[src/rtl/dapd_pkg.sv]
`timescale 1ns / 1ps
`default_nettype none

package dapd_pkg;

  localparam int SIG_W    = 20;
  localparam int ERR_W    = 21;
  localparam int DEL_W    = 22;
  localparam int INT_W    = 32;
  localparam int GAIN_W   = 23;
  localparam int ACC_W    = 46;
  localparam int MAG_W    = 44;
  localparam int SUM_FRAC = 14;
  localparam int BATT_W   = 14;
  localparam int RECIP_W  = 24;
  localparam int THR_W    = 19;
  localparam int DRV_W    = 24;
  localparam int MK_W     = 4;
  localparam int STEP_W   = 5;
  localparam int CFG_AW   = 1;
  localparam int CFG_DW   = 24;

  localparam logic [THR_W-1:0]   THR_RESET   = THR_W'(3200);
  localparam logic [RECIP_W-1:0] RECIP_RESET = RECIP_W'(16777);

  localparam logic [INT_W-1:0] INT_MAX = {1'b0, {(INT_W-1){1'b1}}};
  localparam logic [INT_W-1:0] INT_MIN = {1'b1, {(INT_W-1){1'b0}}};

  localparam logic [MAG_W-1:0] Q_POS_LIM = MAG_W'((64'd1 << (DRV_W-1)) - 64'd1);
  localparam logic [MAG_W-1:0] Q_NEG_LIM = MAG_W'(64'd1 << (DRV_W-1));
  localparam logic [DRV_W-1:0] DRV_POS_MAG = {1'b0, {(DRV_W-1){1'b1}}};
  localparam logic [DRV_W-1:0] DRV_NEG_MAG = {1'b1, {(DRV_W-1){1'b0}}};

  localparam logic KIND_CLEAR = 1'b1;

  localparam logic [MK_W-1:0] MK_SPIN_A = MK_W'(2);
  localparam logic [MK_W-1:0] MK_SPIN_B = MK_W'(9);
  localparam logic [MK_W-1:0] MK_SLAL_A = MK_W'(4);
  localparam logic [MK_W-1:0] MK_SLAL_B = MK_W'(6);

  typedef enum logic [CFG_AW-1:0] {
    CFG_THRESH = 1'b0,
    CFG_RECIP  = 1'b1
  } cfg_idx_t;

  typedef enum logic [3:0] {
    ST_IDLE,
    ST_ERR,
    ST_UPD,
    ST_LOAD,
    ST_MUL,
    ST_SCL_LOAD,
    ST_SCL_BATT,
    ST_SCL_MID,
    ST_SCL_RECIP,
    ST_SCL_DONE,
    ST_OUT
  } dapd_state_t;

  typedef enum logic [2:0] {
    T_S_P,
    T_S_I,
    T_S_D,
    T_R_P,
    T_R_I,
    T_R_D,
    T_A_P,
    T_A_D
  } term_t;

  typedef struct packed {
    logic [GAIN_W-1:0] sp;
    logic [GAIN_W-1:0] si;
    logic [GAIN_W-1:0] sd;
    logic [GAIN_W-1:0] tp;
    logic [GAIN_W-1:0] ti;
    logic [GAIN_W-1:0] td;
    logic [GAIN_W-1:0] ap;
    logic [GAIN_W-1:0] ad;
  } gain_set_t;

  // unsigned Q9.14 gains, all non-negative
  localparam gain_set_t G_EXPL_BASE = '{
    sp: GAIN_W'(52429), si: GAIN_W'(1311), sd: GAIN_W'(0),
    tp: GAIN_W'(42598), ti: GAIN_W'(1638), td: GAIN_W'(16),
    ap: GAIN_W'(0), ad: GAIN_W'(0)};
  localparam gain_set_t G_EXPL_TURN = '{
    sp: GAIN_W'(52429), si: GAIN_W'(1311), sd: GAIN_W'(0),
    tp: GAIN_W'(39322), ti: GAIN_W'(1638), td: GAIN_W'(0),
    ap: GAIN_W'(4423680), ad: GAIN_W'(16384)};
  localparam gain_set_t G_EXPL_SLAL = '{
    sp: GAIN_W'(52429), si: GAIN_W'(1311), sd: GAIN_W'(0),
    tp: GAIN_W'(42598), ti: GAIN_W'(1638), td: GAIN_W'(16),
    ap: GAIN_W'(819200), ad: GAIN_W'(0)};
  localparam gain_set_t G_FAST_BASE = '{
    sp: GAIN_W'(60621), si: GAIN_W'(1966), sd: GAIN_W'(1638),
    tp: GAIN_W'(47514), ti: GAIN_W'(2163), td: GAIN_W'(0),
    ap: GAIN_W'(1638400), ad: GAIN_W'(1638)};
  localparam gain_set_t G_FAST_K6 = '{
    sp: GAIN_W'(54067), si: GAIN_W'(1638), sd: GAIN_W'(1638),
    tp: GAIN_W'(63898), ti: GAIN_W'(2327), td: GAIN_W'(164),
    ap: GAIN_W'(1474560), ad: GAIN_W'(8192)};

  function automatic gain_set_t pick_gains(input logic profile, input logic [MK_W-1:0] mk);
    gain_set_t g;
    g = G_EXPL_BASE;
    if (!profile) begin
      case (mk) inside
        MK_SPIN_A, MK_SPIN_B: g = G_EXPL_TURN;
        MK_SLAL_A, MK_SLAL_B: g = G_EXPL_SLAL;
        default:              g = G_EXPL_BASE;
      endcase
    end else begin
      case (mk)
        MK_SLAL_B: g = G_FAST_K6;
        default:   g = G_FAST_BASE;
      endcase
    end
    return g;
  endfunction

  function automatic logic [INT_W-1:0] sat_int(input logic [INT_W:0] s);
    logic [INT_W-1:0] r;
    r = s[INT_W-1:0];
    if (s[INT_W] != s[INT_W-1]) begin
      r = s[INT_W] ? INT_MIN : INT_MAX;
    end
    return r;
  endfunction

endpackage

`default_nettype wire

[src/rtl/dapd_in_if.sv]
`timescale 1ns / 1ps
`default_nettype none

interface dapd_in_if import dapd_pkg::*; ();
  logic                    valid;
  logic                    ready;
  logic                    kind;
  logic signed [SIG_W-1:0] straight_target;
  logic signed [SIG_W-1:0] turn_rate_target;
  logic signed [SIG_W-1:0] angle_target;
  logic signed [SIG_W-1:0] wheel_speed_right;
  logic signed [SIG_W-1:0] wheel_speed_left;
  logic signed [SIG_W-1:0] filtered_speed;
  logic signed [SIG_W-1:0] gyro_rate;
  logic signed [SIG_W-1:0] yaw_measured;
  logic                    speed_profile;
  logic [MK_W-1:0]         motion_kind;
  logic [BATT_W-1:0]       battery_mv;

  modport source (
    output valid, kind, straight_target, turn_rate_target, angle_target,
           wheel_speed_right, wheel_speed_left, filtered_speed, gyro_rate,
           yaw_measured, speed_profile, motion_kind, battery_mv,
    input  ready
  );

  modport sink (
    input  valid, kind, straight_target, turn_rate_target, angle_target,
           wheel_speed_right, wheel_speed_left, filtered_speed, gyro_rate,
           yaw_measured, speed_profile, motion_kind, battery_mv,
    output ready
  );
endinterface

`default_nettype wire

[src/rtl/dapd_out_if.sv]
`timescale 1ns / 1ps
`default_nettype none

interface dapd_out_if import dapd_pkg::*; ();
  logic                    valid;
  logic                    ready;
  logic signed [DRV_W-1:0] straight_drive;
  logic signed [DRV_W-1:0] turn_drive;

  modport source (
    output valid, straight_drive, turn_drive,
    input  ready
  );

  modport sink (
    input  valid, straight_drive, turn_drive,
    output ready
  );
endinterface

`default_nettype wire

[src/rtl/dual_axis_pid_drive.sv]
`timescale 1ns / 1ps
`default_nettype none

// the input is turned into errors, deltas and integrals, then
// each of the eight gain products is a shift-add over the gain bits (one bit per cycle),
// and each drive is scaled by a bit-serial multiplier over 14 battery and 24 reciprocal bits
// throughput: one item at a time, the next input is taken the cycle after the result is
// registered; a clear item only zeroes the integrals and gives no result
// reset: synchronous active-low; clears state, integrals, previous errors, output valid

module dual_axis_pid_drive import dapd_pkg::*; (
  input  wire               clk,
  input  wire               rst_n,
  dapd_in_if.sink           in_item,
  dapd_out_if.source        out_result,
  input  wire               cfg_we,
  input  wire  [CFG_AW-1:0] cfg_addr,
  input  wire  [CFG_DW-1:0] cfg_wdata
);

  dapd_state_t state_r, state_nxt;

  logic [THR_W-1:0]   thr_r, thr_nxt;
  logic [RECIP_W-1:0] recip_r, recip_nxt;

  logic [ERR_W-1:0] s_prev_r, s_prev_nxt;
  logic [ERR_W-1:0] r_prev_r, r_prev_nxt;
  logic [ERR_W-1:0] a_prev_r, a_prev_nxt;
  logic [INT_W-1:0] s_int_r, s_int_nxt;
  logic [INT_W-1:0] r_int_r, r_int_nxt;

  logic [SIG_W-1:0]  s_tgt_r, s_tgt_nxt;
  logic [SIG_W-1:0]  r_tgt_r, r_tgt_nxt;
  logic [SIG_W-1:0]  a_tgt_r, a_tgt_nxt;
  logic [SIG_W-1:0]  wr_r, wr_nxt;
  logic [SIG_W-1:0]  wl_r, wl_nxt;
  logic [SIG_W-1:0]  filt_r, filt_nxt;
  logic [SIG_W-1:0]  gyro_r, gyro_nxt;
  logic [SIG_W-1:0]  yaw_r, yaw_nxt;
  logic [BATT_W-1:0] batt_r, batt_nxt;
  gain_set_t         gains_r, gains_nxt;

  logic [ERR_W-1:0] s_err_r, s_err_nxt;
  logic [ERR_W-1:0] r_err_r, r_err_nxt;
  logic [ERR_W-1:0] a_err_r, a_err_nxt;
  logic [DEL_W-1:0] s_del_r, s_del_nxt;
  logic [DEL_W-1:0] r_del_r, r_del_nxt;
  logic [DEL_W-1:0] a_del_r, a_del_nxt;

  term_t              idx_r, idx_nxt;
  logic [ACC_W-1:0]   acc_r, acc_nxt;
  logic [ACC_W-1:0]   mcand_r, mcand_nxt;
  logic [GAIN_W-1:0]  gain_r, gain_nxt;
  logic [MAG_W-1:0]   hi_r, hi_nxt;
  logic [RECIP_W-1:0] lo_r, lo_nxt;
  logic [STEP_W-1:0]  step_r, step_nxt;
  logic               neg_r, neg_nxt;
  logic [DRV_W-1:0]   s_drive_r, s_drive_nxt;
  logic [DRV_W-1:0]   t_drive_r, t_drive_nxt;

  logic               out_valid_r, out_valid_nxt;
  logic [DRV_W-1:0]   out_s_r, out_s_nxt;
  logic [DRV_W-1:0]   out_t_r, out_t_nxt;

  logic               in_xfer;
  logic [SIG_W:0]     wsum;
  logic [SIG_W-1:0]   s_meas;
  logic               use_wheels;
  logic [ACC_W-1:0]   operand;
  logic [GAIN_W-1:0]  term_gain;
  logic [ACC_W-1:0]   mag_full;
  logic [MAG_W:0]     mul_sum;
  logic               drv_sat;
  logic [DRV_W-1:0]   drv_mag;
  logic [DRV_W-1:0]   drv_val;

  assign in_item.ready             = (state_r == ST_IDLE);
  assign in_xfer                   = in_item.valid && in_item.ready;
  assign out_result.valid          = out_valid_r;
  assign out_result.straight_drive = out_s_r;
  assign out_result.turn_drive     = out_t_r;

  // straight measurement select
  assign wsum       = {wr_r[SIG_W-1], wr_r} + {wl_r[SIG_W-1], wl_r};
  assign use_wheels = $signed({s_tgt_r[SIG_W-1], s_tgt_r}) < $signed({2'b00, thr_r});
  assign s_meas     = use_wheels ? wsum[SIG_W:1] : filt_r;

  always_comb begin
    operand   = '0;
    term_gain = '0;
    unique case (idx_r)
      T_S_P: begin
        operand   = {{(ACC_W-ERR_W){s_err_r[ERR_W-1]}}, s_err_r};
        term_gain = gains_r.sp;
      end
      T_S_I: begin
        operand   = {{(ACC_W-INT_W){s_int_r[INT_W-1]}}, s_int_r};
        term_gain = gains_r.si;
      end
      T_S_D: begin
        operand   = {{(ACC_W-DEL_W){s_del_r[DEL_W-1]}}, s_del_r};
        term_gain = gains_r.sd;
      end
      T_R_P: begin
        operand   = {{(ACC_W-ERR_W){r_err_r[ERR_W-1]}}, r_err_r};
        term_gain = gains_r.tp;
      end
      T_R_I: begin
        operand   = {{(ACC_W-INT_W){r_int_r[INT_W-1]}}, r_int_r};
        term_gain = gains_r.ti;
      end
      T_R_D: begin
        operand   = {{(ACC_W-DEL_W){r_del_r[DEL_W-1]}}, r_del_r};
        term_gain = gains_r.td;
      end
      T_A_P: begin
        operand   = {{(ACC_W-ERR_W){a_err_r[ERR_W-1]}}, a_err_r};
        term_gain = gains_r.ap;
      end
      T_A_D: begin
        operand   = {{(ACC_W-DEL_W){a_del_r[DEL_W-1]}}, a_del_r};
        term_gain = gains_r.ad;
      end
      default: begin
        operand   = '0;
        term_gain = '0;
      end
    endcase
  end

  // drive scaling datapath
  assign mag_full = acc_r[ACC_W-1] ? (ACC_W'(0) - acc_r) : acc_r;
  assign mul_sum  = {1'b0, hi_r}
                    + {1'b0, (lo_r[0] ? mcand_r[MAG_W-1:0] : {MAG_W{1'b0}})};
  assign drv_sat  = neg_r ? (hi_r > Q_NEG_LIM) : (hi_r > Q_POS_LIM);
  assign drv_mag  = drv_sat ? (neg_r ? DRV_NEG_MAG : DRV_POS_MAG) : hi_r[DRV_W-1:0];
  assign drv_val  = neg_r ? (DRV_W'(0) - drv_mag) : drv_mag;

  always_comb begin
    state_nxt     = state_r;
    thr_nxt       = thr_r;
    recip_nxt     = recip_r;
    s_prev_nxt    = s_prev_r;
    r_prev_nxt    = r_prev_r;
    a_prev_nxt    = a_prev_r;
    s_int_nxt     = s_int_r;
    r_int_nxt     = r_int_r;
    s_tgt_nxt     = s_tgt_r;
    r_tgt_nxt     = r_tgt_r;
    a_tgt_nxt     = a_tgt_r;
    wr_nxt        = wr_r;
    wl_nxt        = wl_r;
    filt_nxt      = filt_r;
    gyro_nxt      = gyro_r;
    yaw_nxt       = yaw_r;
    batt_nxt      = batt_r;
    gains_nxt     = gains_r;
    s_err_nxt     = s_err_r;
    r_err_nxt     = r_err_r;
    a_err_nxt     = a_err_r;
    s_del_nxt     = s_del_r;
    r_del_nxt     = r_del_r;
    a_del_nxt     = a_del_r;
    idx_nxt       = idx_r;
    acc_nxt       = acc_r;
    mcand_nxt     = mcand_r;
    gain_nxt      = gain_r;
    hi_nxt        = hi_r;
    lo_nxt        = lo_r;
    step_nxt      = step_r;
    neg_nxt       = neg_r;
    s_drive_nxt   = s_drive_r;
    t_drive_nxt   = t_drive_r;
    out_s_nxt     = out_s_r;
    out_t_nxt     = out_t_r;
    out_valid_nxt = out_valid_r && !out_result.ready;

    if (cfg_we) begin
      unique case (cfg_idx_t'(cfg_addr))
        CFG_THRESH: thr_nxt   = cfg_wdata[THR_W-1:0];
        CFG_RECIP:  recip_nxt = cfg_wdata[RECIP_W-1:0];
        default:    thr_nxt   = thr_r;
      endcase
    end

    unique case (state_r)
      ST_IDLE: begin
        if (in_xfer) begin
          if (in_item.kind == KIND_CLEAR) begin
            s_int_nxt = '0;
            r_int_nxt = '0;
          end else begin
            s_tgt_nxt = in_item.straight_target;
            r_tgt_nxt = in_item.turn_rate_target;
            a_tgt_nxt = in_item.angle_target;
            wr_nxt    = in_item.wheel_speed_right;
            wl_nxt    = in_item.wheel_speed_left;
            filt_nxt  = in_item.filtered_speed;
            gyro_nxt  = in_item.gyro_rate;
            yaw_nxt   = in_item.yaw_measured;
            batt_nxt  = in_item.battery_mv;
            gains_nxt = pick_gains(in_item.speed_profile, in_item.motion_kind);
            state_nxt = ST_ERR;
          end
        end
      end
      ST_ERR: begin
        s_err_nxt = {s_tgt_r[SIG_W-1], s_tgt_r} - {s_meas[SIG_W-1], s_meas};
        r_err_nxt = {r_tgt_r[SIG_W-1], r_tgt_r} - {gyro_r[SIG_W-1], gyro_r};
        a_err_nxt = {a_tgt_r[SIG_W-1], a_tgt_r} - {yaw_r[SIG_W-1], yaw_r};
        state_nxt = ST_UPD;
      end
      ST_UPD: begin
        s_del_nxt  = {s_err_r[ERR_W-1], s_err_r} - {s_prev_r[ERR_W-1], s_prev_r};
        r_del_nxt  = {r_err_r[ERR_W-1], r_err_r} - {r_prev_r[ERR_W-1], r_prev_r};
        a_del_nxt  = {a_err_r[ERR_W-1], a_err_r} - {a_prev_r[ERR_W-1], a_prev_r};
        s_prev_nxt = s_err_r;
        r_prev_nxt = r_err_r;
        a_prev_nxt = a_err_r;
        s_int_nxt  = sat_int({s_int_r[INT_W-1], s_int_r}
                     + {{(INT_W+1-ERR_W){s_err_r[ERR_W-1]}}, s_err_r});
        r_int_nxt  = sat_int({r_int_r[INT_W-1], r_int_r}
                     + {{(INT_W+1-ERR_W){r_err_r[ERR_W-1]}}, r_err_r});
        acc_nxt    = '0;
        idx_nxt    = T_S_P;
        state_nxt  = ST_LOAD;
      end
      ST_LOAD: begin
        mcand_nxt = operand;
        gain_nxt  = term_gain;
        state_nxt = ST_MUL;
      end
      ST_MUL: begin
        if (gain_r == '0) begin
          if (idx_r == T_S_D || idx_r == T_A_D) begin
            state_nxt = ST_SCL_LOAD;
          end else begin
            idx_nxt   = term_t'(idx_r + 3'd1);
            state_nxt = ST_LOAD;
          end
        end else begin
          if (gain_r[0]) begin
            acc_nxt = acc_r + mcand_r;
          end
          mcand_nxt = {mcand_r[ACC_W-2:0], 1'b0};
          gain_nxt  = {1'b0, gain_r[GAIN_W-1:1]};
        end
      end
      ST_SCL_LOAD: begin
        neg_nxt   = acc_r[ACC_W-1];
        mcand_nxt = {{(ACC_W-MAG_W+SUM_FRAC){1'b0}}, mag_full[MAG_W-1:SUM_FRAC]};
        hi_nxt    = '0;
        lo_nxt    = {{(RECIP_W-BATT_W){1'b0}}, batt_r};
        step_nxt  = '0;
        state_nxt = ST_SCL_BATT;
      end
      ST_SCL_BATT: begin
        hi_nxt   = mul_sum[MAG_W:1];
        lo_nxt   = {mul_sum[0], lo_r[RECIP_W-1:1]};
        step_nxt = step_r + STEP_W'(1);
        if (step_r == STEP_W'(BATT_W-1)) begin
          state_nxt = ST_SCL_MID;
        end
      end
      ST_SCL_MID: begin
        // product of magnitude and battery, known below 2^44
        mcand_nxt = {{(ACC_W-MAG_W){1'b0}}, hi_r[MAG_W-BATT_W-1:0],
                     lo_r[RECIP_W-1:RECIP_W-BATT_W]};
        hi_nxt    = '0;
        lo_nxt    = recip_r;
        step_nxt  = '0;
        state_nxt = ST_SCL_RECIP;
      end
      ST_SCL_RECIP: begin
        hi_nxt   = mul_sum[MAG_W:1];
        lo_nxt   = {mul_sum[0], lo_r[RECIP_W-1:1]};
        step_nxt = step_r + STEP_W'(1);
        if (step_r == STEP_W'(RECIP_W-1)) begin
          state_nxt = ST_SCL_DONE;
        end
      end
      ST_SCL_DONE: begin
        if (idx_r == T_S_D) begin
          s_drive_nxt = drv_val;
          acc_nxt     = '0;
          idx_nxt     = T_R_P;
          state_nxt   = ST_LOAD;
        end else begin
          t_drive_nxt = drv_val;
          state_nxt   = ST_OUT;
        end
      end
      ST_OUT: begin
        if (!out_valid_r || out_result.ready) begin
          out_s_nxt     = s_drive_r;
          out_t_nxt     = t_drive_r;
          out_valid_nxt = 1'b1;
          state_nxt     = ST_IDLE;
        end
      end
      default: begin
        state_nxt = ST_IDLE;
      end
    endcase
  end

  always_ff @(posedge clk) begin
    if (!rst_n) begin
      state_r <= ST_IDLE;
    end else begin
      state_r <= state_nxt;
    end
  end

  always_ff @(posedge clk) begin
    if (!rst_n) begin
      thr_r       <= THR_RESET;
      recip_r     <= RECIP_RESET;
      s_prev_r    <= '0;
      r_prev_r    <= '0;
      a_prev_r    <= '0;
      s_int_r     <= '0;
      r_int_r     <= '0;
      out_valid_r <= 1'b0;
    end else begin
      thr_r       <= thr_nxt;
      recip_r     <= recip_nxt;
      s_prev_r    <= s_prev_nxt;
      r_prev_r    <= r_prev_nxt;
      a_prev_r    <= a_prev_nxt;
      s_int_r     <= s_int_nxt;
      r_int_r     <= r_int_nxt;
      out_valid_r <= out_valid_nxt;
    end
  end

  always_ff @(posedge clk) begin
    s_tgt_r   <= s_tgt_nxt;
    r_tgt_r   <= r_tgt_nxt;
    a_tgt_r   <= a_tgt_nxt;
    wr_r      <= wr_nxt;
    wl_r      <= wl_nxt;
    filt_r    <= filt_nxt;
    gyro_r    <= gyro_nxt;
    yaw_r     <= yaw_nxt;
    batt_r    <= batt_nxt;
    gains_r   <= gains_nxt;
    s_err_r   <= s_err_nxt;
    r_err_r   <= r_err_nxt;
    a_err_r   <= a_err_nxt;
    s_del_r   <= s_del_nxt;
    r_del_r   <= r_del_nxt;
    a_del_r   <= a_del_nxt;
    idx_r     <= idx_nxt;
    acc_r     <= acc_nxt;
    mcand_r   <= mcand_nxt;
    gain_r    <= gain_nxt;
    hi_r      <= hi_nxt;
    lo_r      <= lo_nxt;
    step_r    <= step_nxt;
    neg_r     <= neg_nxt;
    s_drive_r <= s_drive_nxt;
    t_drive_r <= t_drive_nxt;
    out_s_r   <= out_s_nxt;
    out_t_r   <= out_t_nxt;
  end

`ifndef SYNTHESIS
  a_clear_zeroes_integrals: assert property (@(posedge clk) disable iff (!rst_n)
    (in_xfer && in_item.kind == KIND_CLEAR) |=> (s_int_r == '0 && r_int_r == '0))
    else $error("integrals not cleared after clear transfer");

  a_scale_after_last_term: assert property (@(posedge clk) disable iff (!rst_n)
    (state_r == ST_SCL_LOAD) |-> (idx_r == T_S_D || idx_r == T_A_D))
    else $error("scaling started in the middle of a loop sum");

  a_sum_in_range: assert property (@(posedge clk) disable iff (!rst_n)
    (state_r == ST_SCL_LOAD) |-> (acc_r[ACC_W-1] == acc_r[ACC_W-2]))
    else $error("loop sum exceeds accumulator range");

  a_batt_product_fits: assert property (@(posedge clk) disable iff (!rst_n)
    (state_r == ST_SCL_MID) |-> (hi_r[MAG_W-1:MAG_W-BATT_W] == '0))
    else $error("battery product wider than expected");
`endif

endmodule

`default_nettype wire

[src/flat_wrapper.sv]
// flat-port wrapper written by rule: the top's interface ports become plain ports
module dual_axis_pid_drive_flat import dapd_pkg::*;
  (clk, rst_n, cfg_we, cfg_addr, cfg_wdata, in_item_valid, in_item_kind, in_item_straight_target, in_item_turn_rate_target, in_item_angle_target, in_item_wheel_speed_right, in_item_wheel_speed_left, in_item_filtered_speed, in_item_gyro_rate, in_item_yaw_measured, in_item_speed_profile, in_item_motion_kind, in_item_battery_mv, in_item_ready, out_result_valid, out_result_straight_drive, out_result_turn_drive, out_result_ready);
  dapd_in_if in_item_i ();
  dapd_out_if out_result_i ();
  input  wire clk;
  input  wire rst_n;
  input  wire cfg_we;
  input  wire  [CFG_AW-1:0] cfg_addr;
  input  wire  [CFG_DW-1:0] cfg_wdata;
  input wire logic [$bits(in_item_i.valid)-1:0] in_item_valid;
  input wire logic [$bits(in_item_i.kind)-1:0] in_item_kind;
  input wire logic [$bits(in_item_i.straight_target)-1:0] in_item_straight_target;
  input wire logic [$bits(in_item_i.turn_rate_target)-1:0] in_item_turn_rate_target;
  input wire logic [$bits(in_item_i.angle_target)-1:0] in_item_angle_target;
  input wire logic [$bits(in_item_i.wheel_speed_right)-1:0] in_item_wheel_speed_right;
  input wire logic [$bits(in_item_i.wheel_speed_left)-1:0] in_item_wheel_speed_left;
  input wire logic [$bits(in_item_i.filtered_speed)-1:0] in_item_filtered_speed;
  input wire logic [$bits(in_item_i.gyro_rate)-1:0] in_item_gyro_rate;
  input wire logic [$bits(in_item_i.yaw_measured)-1:0] in_item_yaw_measured;
  input wire logic [$bits(in_item_i.speed_profile)-1:0] in_item_speed_profile;
  input wire logic [$bits(in_item_i.motion_kind)-1:0] in_item_motion_kind;
  input wire logic [$bits(in_item_i.battery_mv)-1:0] in_item_battery_mv;
  output wire logic [$bits(in_item_i.ready)-1:0] in_item_ready;
  output wire logic [$bits(out_result_i.valid)-1:0] out_result_valid;
  output wire logic [$bits(out_result_i.straight_drive)-1:0] out_result_straight_drive;
  output wire logic [$bits(out_result_i.turn_drive)-1:0] out_result_turn_drive;
  input wire logic [$bits(out_result_i.ready)-1:0] out_result_ready;
  assign in_item_i.valid = in_item_valid;
  assign in_item_i.kind = in_item_kind;
  assign in_item_i.straight_target = in_item_straight_target;
  assign in_item_i.turn_rate_target = in_item_turn_rate_target;
  assign in_item_i.angle_target = in_item_angle_target;
  assign in_item_i.wheel_speed_right = in_item_wheel_speed_right;
  assign in_item_i.wheel_speed_left = in_item_wheel_speed_left;
  assign in_item_i.filtered_speed = in_item_filtered_speed;
  assign in_item_i.gyro_rate = in_item_gyro_rate;
  assign in_item_i.yaw_measured = in_item_yaw_measured;
  assign in_item_i.speed_profile = in_item_speed_profile;
  assign in_item_i.motion_kind = in_item_motion_kind;
  assign in_item_i.battery_mv = in_item_battery_mv;
  assign in_item_ready = in_item_i.ready;
  assign out_result_valid = out_result_i.valid;
  assign out_result_straight_drive = out_result_i.straight_drive;
  assign out_result_turn_drive = out_result_i.turn_drive;
  assign out_result_i.ready = out_result_ready;
  dual_axis_pid_drive u_core (.clk(clk), .rst_n(rst_n), .in_item(in_item_i), .out_result(out_result_i), .cfg_we(cfg_we), .cfg_addr(cfg_addr), .cfg_wdata(cfg_wdata));
endmodule
[config.mk]
export PLATFORM = sky130hd
export DESIGN_NAME = dual_axis_pid_drive_flat
export DESIGN_NICKNAME = d
export VERILOG_FILES = /design/src/rtl/dapd_pkg.sv /design/src/rtl/dapd_in_if.sv /design/src/rtl/dapd_out_if.sv /design/src/rtl/dual_axis_pid_drive.sv /design/src/flat_wrapper.sv
export SDC_FILE = /design/constraint.sdc
export NUM_CORES = 2
export LEC_CHECK = 0
export BUFFER_PORTS_ARGS = -buffer_cell sky130_fd_sc_hd__buf_2
export CAP_MARGIN = 15
export CORE_ASPECT_RATIO = 1.2
export CORE_MARGIN = 5
export CORE_UTILIZATION = 41
export DETAILED_ROUTE_END_ITERATION = 8
export HOLD_SLACK_MARGIN = 0.15
export PLACE_DENSITY = 0.68
export SYNTH_ARGS = -nofsm -noshare
export SYNTH_HDL_FRONTEND = slang
export SYNTH_SLANG_ARGS = --single-unit
[constraint.sdc]
create_clock -name clk -period 9.65 [get_ports clk]
set_input_delay 1.93 -clock clk [delete_from_list [all_inputs] [get_ports clk]]
set_output_delay 1.93 -clock clk [all_outputs]
set_load 0.05 [all_outputs]
### After elaboration in Yosys (flattened, before gate mapping)

Index checks and enable logic that the tools add are counted.

| word-level totals | value |
|---|---|
| register bits | 950 |
| bits in latches | 0 |
| memory bits (writable) | 0 |
| bits in read-only memories | 0 |
| input port bits | 210 |
| word-level logic and storage cells | 179 |
| memories kept | 0 |

| cells by class | value |
|---|---|
| add/subtract/negate cells | 15 |
| multiply operators | 0 |
| div/mod/pow operators | 0 |
| magnitude comparators | 3 |
| eq/ne operators | 36 |
| shift operators | 0 |
| multiplexer cells | 47 |
| bitwise operators | 3 |
| reductions and logical operators | 31 |

Operator list:

| cell | count |
|---|---|
| 184-bit 2-to-1 mux | 2 |
| 46-bit one-hot mux with 8 select lines | 1 |
| 32-bit 2-to-1 mux | 6 |
| 46-bit 2-to-1 mux | 4 |
| 23-bit one-hot mux with 8 select lines | 1 |
| 46-bit one-hot mux with 4 select lines | 1 |
| 175-bit 2-to-1 mux | 1 |
| 46-bit one-hot mux with 3 select lines | 1 |
| 32-bit one-hot mux with 2 select lines | 2 |
| 44-bit 2-to-1 mux | 2 |
| 44-bit one-hot mux with 2 select lines | 1 |
| 24-bit 2-to-1 mux | 3 |
| 24-bit one-hot mux with 3 select lines | 1 |
| 32-bit by 21-bit adder with 33-bit output | 2 |
| 21-bit by 21-bit subtractor with 22-bit output | 3 |
| 20-bit by 20-bit subtractor with 21-bit output | 3 |
| 46-bit adder | 1 |
| 23-bit one-hot mux with 2 select lines | 1 |
| 44-bit by 44-bit adder with 45-bit output | 1 |
| 44-bit by 23-bit greater-than comparator with 1-bit output, second input constant | 1 |
| 44-bit by 24-bit greater-than comparator with 1-bit output, second input constant | 1 |
| 4-bit one-hot mux with 11 select lines | 1 |
| 1-bit by 44-bit subtractor with 44-bit output, first input constant | 1 |
| 43-bit 2-to-1 mux | 1 |
| 39 further kinds | 93 |

### Logic depth before layout (Yosys ltp)

| logic depth | value |
|---|---|
| word-level depth | 5 |
| depth in mapped cells | 25 |
| gate-level depth less buffers | 24 |

### Worst setup path before layout

OpenSTA, ideal clock, no wires.

| timing path | value |
|---|---|
| path kind | input to register |
| start | input port in_item_kind |
| end | register u_core.a_tgt_r[0] (enable) |
| data arrival time | 6530 ps |
| required time | 9078 ps |
| slack | 2548 ps |
| stages on the path | 2 |
| path through | nor4_1 and2_1 |

| between the ends | value |
|---|---|
| word-level cells in the longest chain between the ends | 2 |

RTL lines:

| element | line | source |
|---|---|---|
| from (decl) | flat_wrapper.sv:12 | `input wire logic [$bits(in_item_i.kind)-1:0] in_item_kind;` |
| 1-bit NOT (no source line) | - |  |
| 3-bit AND reduction (no source line) | - |  |
| to (signal assigned) | dual_axis_pid_drive.sv:340 | `a_tgt_r <= a_tgt_nxt;` |
| to (decl) | dual_axis_pid_drive.sv:34 | `logic [SIG_W-1:0] a_tgt_r, a_tgt_nxt;` |

Every way passes these cells.
A chain may end at the register's enable or synchronous reset.

### Final worst setup path

| timing path | value |
|---|---|
| start | register u_core.s_tgt_r[1] |
| end | register u_core.s_err_r[20], data pin |

| between the ends | value |
|---|---|
| word-level cells in the longest chain between the ends | 3 |

RTL lines:

| element | line | source |
|---|---|---|
| from (decl) | dual_axis_pid_drive.sv:32 | `logic [SIG_W-1:0] s_tgt_r, s_tgt_nxt;` |
| from (signal assigned) | dual_axis_pid_drive.sv:338 | `s_tgt_r <= s_tgt_nxt;` |
| 20-bit < comparator | dual_axis_pid_drive.sv:85 | `assign use_wheels = $signed({s_tgt_r[SIG_W-1], s_tgt_r}) < $signed({2'b00, thr_r});` |
| 20-bit 2-to-1 mux | dual_axis_pid_drive.sv:86 | `assign s_meas = use_wheels ? wsum[SIG_W:1] : filt_r;` |
| 20-bit by 20-bit subtractor with 21-bit output * | dual_axis_pid_drive.sv:208 | `s_err_nxt = {s_tgt_r[SIG_W-1], s_tgt_r} - {s_meas[SIG_W-1], s_meas};` |
| to (signal assigned) | dual_axis_pid_drive.sv:348 | `s_err_r <= s_err_nxt;` |
| to (decl) | dual_axis_pid_drive.sv:43 | `logic [ERR_W-1:0] s_err_r, s_err_nxt;` |

Every way passes the cells marked *; elsewhere a longest branch is shown, timed or not.

==> metrics.cfg <==
[clock_network]
h-tree-depth=3
cts_root_buf=clkbuf_16
cts_buffers=85
ctsLongestPathBuffers=3
cts_tree=done
clock_sinks=781
clock_latency_ns=0.69
clkTransAtPathRegs_ns=0.06
ctsHoldBuffers=0
cts_resized=0
cts_setup_buffers=0

[drt]
drt-total-wl_um=120000
vias_per_cell=5.65
num_vias=34600
drtIter0Drc=2624
remaining_drc_errors=0
wl_per_cell_um=19.6
ant_nets=0
drtPass1Iterations=6

[setup_path]
cp-end-kind=register
path_common_cell=a21o_1
worst_ep_arrival_time_ns=6.53
slowest_delay_ns=0.56
cpMaxStageDelayCell=o41ai_1
cp_cell_sequence=ha_1, a21o_1, a21o_1, a21o_1, a21o_1, a2111oi_0, o21a_1, o21ai_2, buf_4, o21ai_0, ha_1, inv_1, fa_1, a21o_1, a21oi_1, nor2b_1, o21a_1, o41ai_1, o21ai_0, o22a_1, a21bo_2, a211o_1, a221oi_1
required_ns=10.16
worst_setup_path_start_kind=register
crit_fanout=33
crit_type=reg2reg

[global_route]
grt_max_degree=161
grt_use_total_pct=19.8
grt_overflow=0
grt_pass1_wl_um=183000
grt_pass1_vias=33300
antenna_found_initial=3

[timing]
tightest_slew_ns=1.17
fin_crit_sh_pct=62.4
finalClockSkew_ns=0.0426
finalHoldViolations=0
rsz0062_at_grt=no
setup_viol=0
max_slew_margin_pct=21.8
slew_violations=0
period_needed_ns=6.02
whs_ns=0.406
max_freq_mhz=166
tns_ns=0

[power_and_ir_drop]
switchingPower_mw=6.49
internal_power_mw=9.49
leakagePower_nw=19.5
peakVddDrop_mv=0.163
power_density_mw_per_mm2=317
combPwrFrac_pct=44.8
pwr-share-clk_pct=21.0
p_sw_share_pct=40.6
power_mw=16.0
pwr-share-seq_pct=34.2

[floorplanning]
die-area_mm2=0.116
die_w_um=312
coreArea_mm2=0.108
ios=260
initial_utilization_pct=41.4
rows=132
die_y_um=372

[logic_synthesis]
synth_edf_count=606
synthArstFlopShare_pct=0
syn-num-nets=4969
syn_inst=4426
seq_area_frac_synth_pct=48.5
avgSynthCellArea_um2=10.1
synth_area_mm2=0.0448
ys_types=87
yosys_warnings=0
synth_top_flop_cell=edfxtp_1
ys_ff_latch=781

[place]
place_hpwl_um=88100
port_buffers=259
place.gp.congestion=0.943

[worst_hold_path]
hp-class=reg2reg

[run_status]
status=finished, final reports clean

[job]
drv_cap=0

[layout]
fill_cells=10000
fin_nets=5184
syn2layout_area_growth_pct=12.8
drive_gt1_share_pct=11.2

[power groups by stage]
| stage | registers [mW] | clock network [mW] | logic, mW |
|---|---|---|---|
| 4_1_cts | 5.45 | 3.43 | 7.10 |
| 3_3_place_gp | 5.51 | 0 | 6.92 |
| 5_1_grt | 5.51 | 3.58 | 7.87 |
| 2_1_floorplan | 5.20 | 0 | 5.39 |
| 6_report | 5.46 | 3.36 | 7.16 |
| 3_5_place_dp | 5.52 | 0 | 7.04 |
[through the flow]
| stage | setup slack (ns) | utilization, % | instance area (µm²) | instances |
|---|---|---|---|---|
| 6_report | 3.63 | 46.7 | 50500 | 6121 |
| 3_3_place_gp | 3.81 | 44.0 | 47600 | 5960 |
| 3_5_place_dp | 3.70 | 44.0 | 47600 | 5960 |
| 5_1_grt | 3.30 | 46.7 | 50500 | 6120 |
| 4_1_cts | 3.65 | 46.6 | 50400 | 6119 |
| 2_1_floorplan | 2.55 | - | 44800 | 4426 |
[synth_stat cells, drive strengths merged, types with 47 or more instances]
cell	number	area share [%]
o21ai	259	2.9
dfxtp	175	7.8
a22oi	55	0.92
nor2b	63	0.88
a31oi	48	0.67
inv	217	1.8
clkbuf	152	1.3
nand2b	47	0.66
nor2	345	2.9
edfxtp	606	41
nand3	88	0.98
nor3	74	0.86
nand2	511	4.3
a21boi	121	2.0
a21o	121	2.0
a21oi	297	3.3
ha	322	9.0
xor2	119	2.3
xnor2	148	2.9
and2	72	1.0
[metal layers]
| layer | wire, µm | up-vias | track usage, % |
|---|---|---|---|
| met5 | 13 | - | 0 |
| met4 | 5570 | 2 | 9.17 |
| met3 | 6570 | 260 | 2.75 |
| met2 | 59400 | 1031 | 35.2 |
| met1 | 48500 | 16600 | 24.0 |
| li1 | - | 16700 | - |
[critical path: cells and delay by family, from the launching register on]
kind / cells / cell delay [ns]
AND/OR/NAND/NOR: 1 / 0.07
flip-flops: 1 / 0.45
adder cells (fa/ha/maj): 3 / 0.93
buffers and inverters: 2 / 0.30
AO/OA/AOI/OAI: 17 / 4.07
[cells in the final DEF (no fill, tap or decap), drive strengths merged, types with 24 or more instances in the layout]
master	count
edfxtp	606
nand2	511
nor2	345
ha	322
a21oi	297
buf	297
o21ai	259
inv	227
dfxtp	175
xnor2	148
a21o	121
a21boi	121
xor2	119
clkbuf	110
nand3	88
nor3	74
and2	72
nor2b	63
a22oi	55
a31oi	48
nand2b	47
o21a	42
a211oi	37
and3	32
o31ai	29
o211ai	28
or2	26
o221ai	25
nand4	24
o21bai	24
or3	24
[area by class of cell]
class	instances	area (µm²)	area share (%)
Multi-Input combinational cell	3258	21700	43.0
Tap cell	1407	1760	3.49
Timing Repair Buffer	297	1620	3.20
Inverter	218	821	1.63
Antenna cell	1	2.50	0.00496
Clock buffer	110	2290	4.54
Sequential cell	781	21700	43.0
Clock inverter	49	582	1.15
[path summary, 6_finish.rpt]
check                                                    start                                    endpoint  slack [ns]  depth (start not counted)
worst max-delay path               u_core.s_tgt_r[1]$_DFFE_PP_                u_core.s_err_r[20]$_DFFE_PN_        3.63                         23
worst min-delay path            u_core.t_drive_r[19]$_DFFE_PP_  u_core.out_result.turn_drive[19]$_DFFE_PP_        0.41                          0
worst max register to register     u_core.s_tgt_r[1]$_DFFE_PP_                u_core.s_err_r[20]$_DFFE_PN_        3.63                         23
worst min register to register  u_core.t_drive_r[19]$_DFFE_PP_  u_core.out_result.turn_drive[19]$_DFFE_PP_        0.41                          0
[logic make-up (layout without fill, tap and decap cells)]
family / count (synthesis) / after routing / synth area share [%]
fa+ha+maj: 333 / 333 / 9.49
xor+xnor: 267 / 267 / 5.22
mux: 37 / 37 / 0.892
simple gates: 1363 / 1363 / 14.1
buf+inv: 387 / 674 / 3.25
flops: 781 / 781 / 48.5
compound gates: 1258 / 1258 / 18.6
other cells: 0 / 1 / 0
[registers in the layout, indices dropped and copies added, names as in the netlist, 32 cells and up]
name,count
u_core.acc_r,46
u_core.hi_r,44
u_core.mcand_r,46
u_core.s_int_r,32
u_core.r_int_r,32
Note: power is estimated with default switching activity, not from simulation.
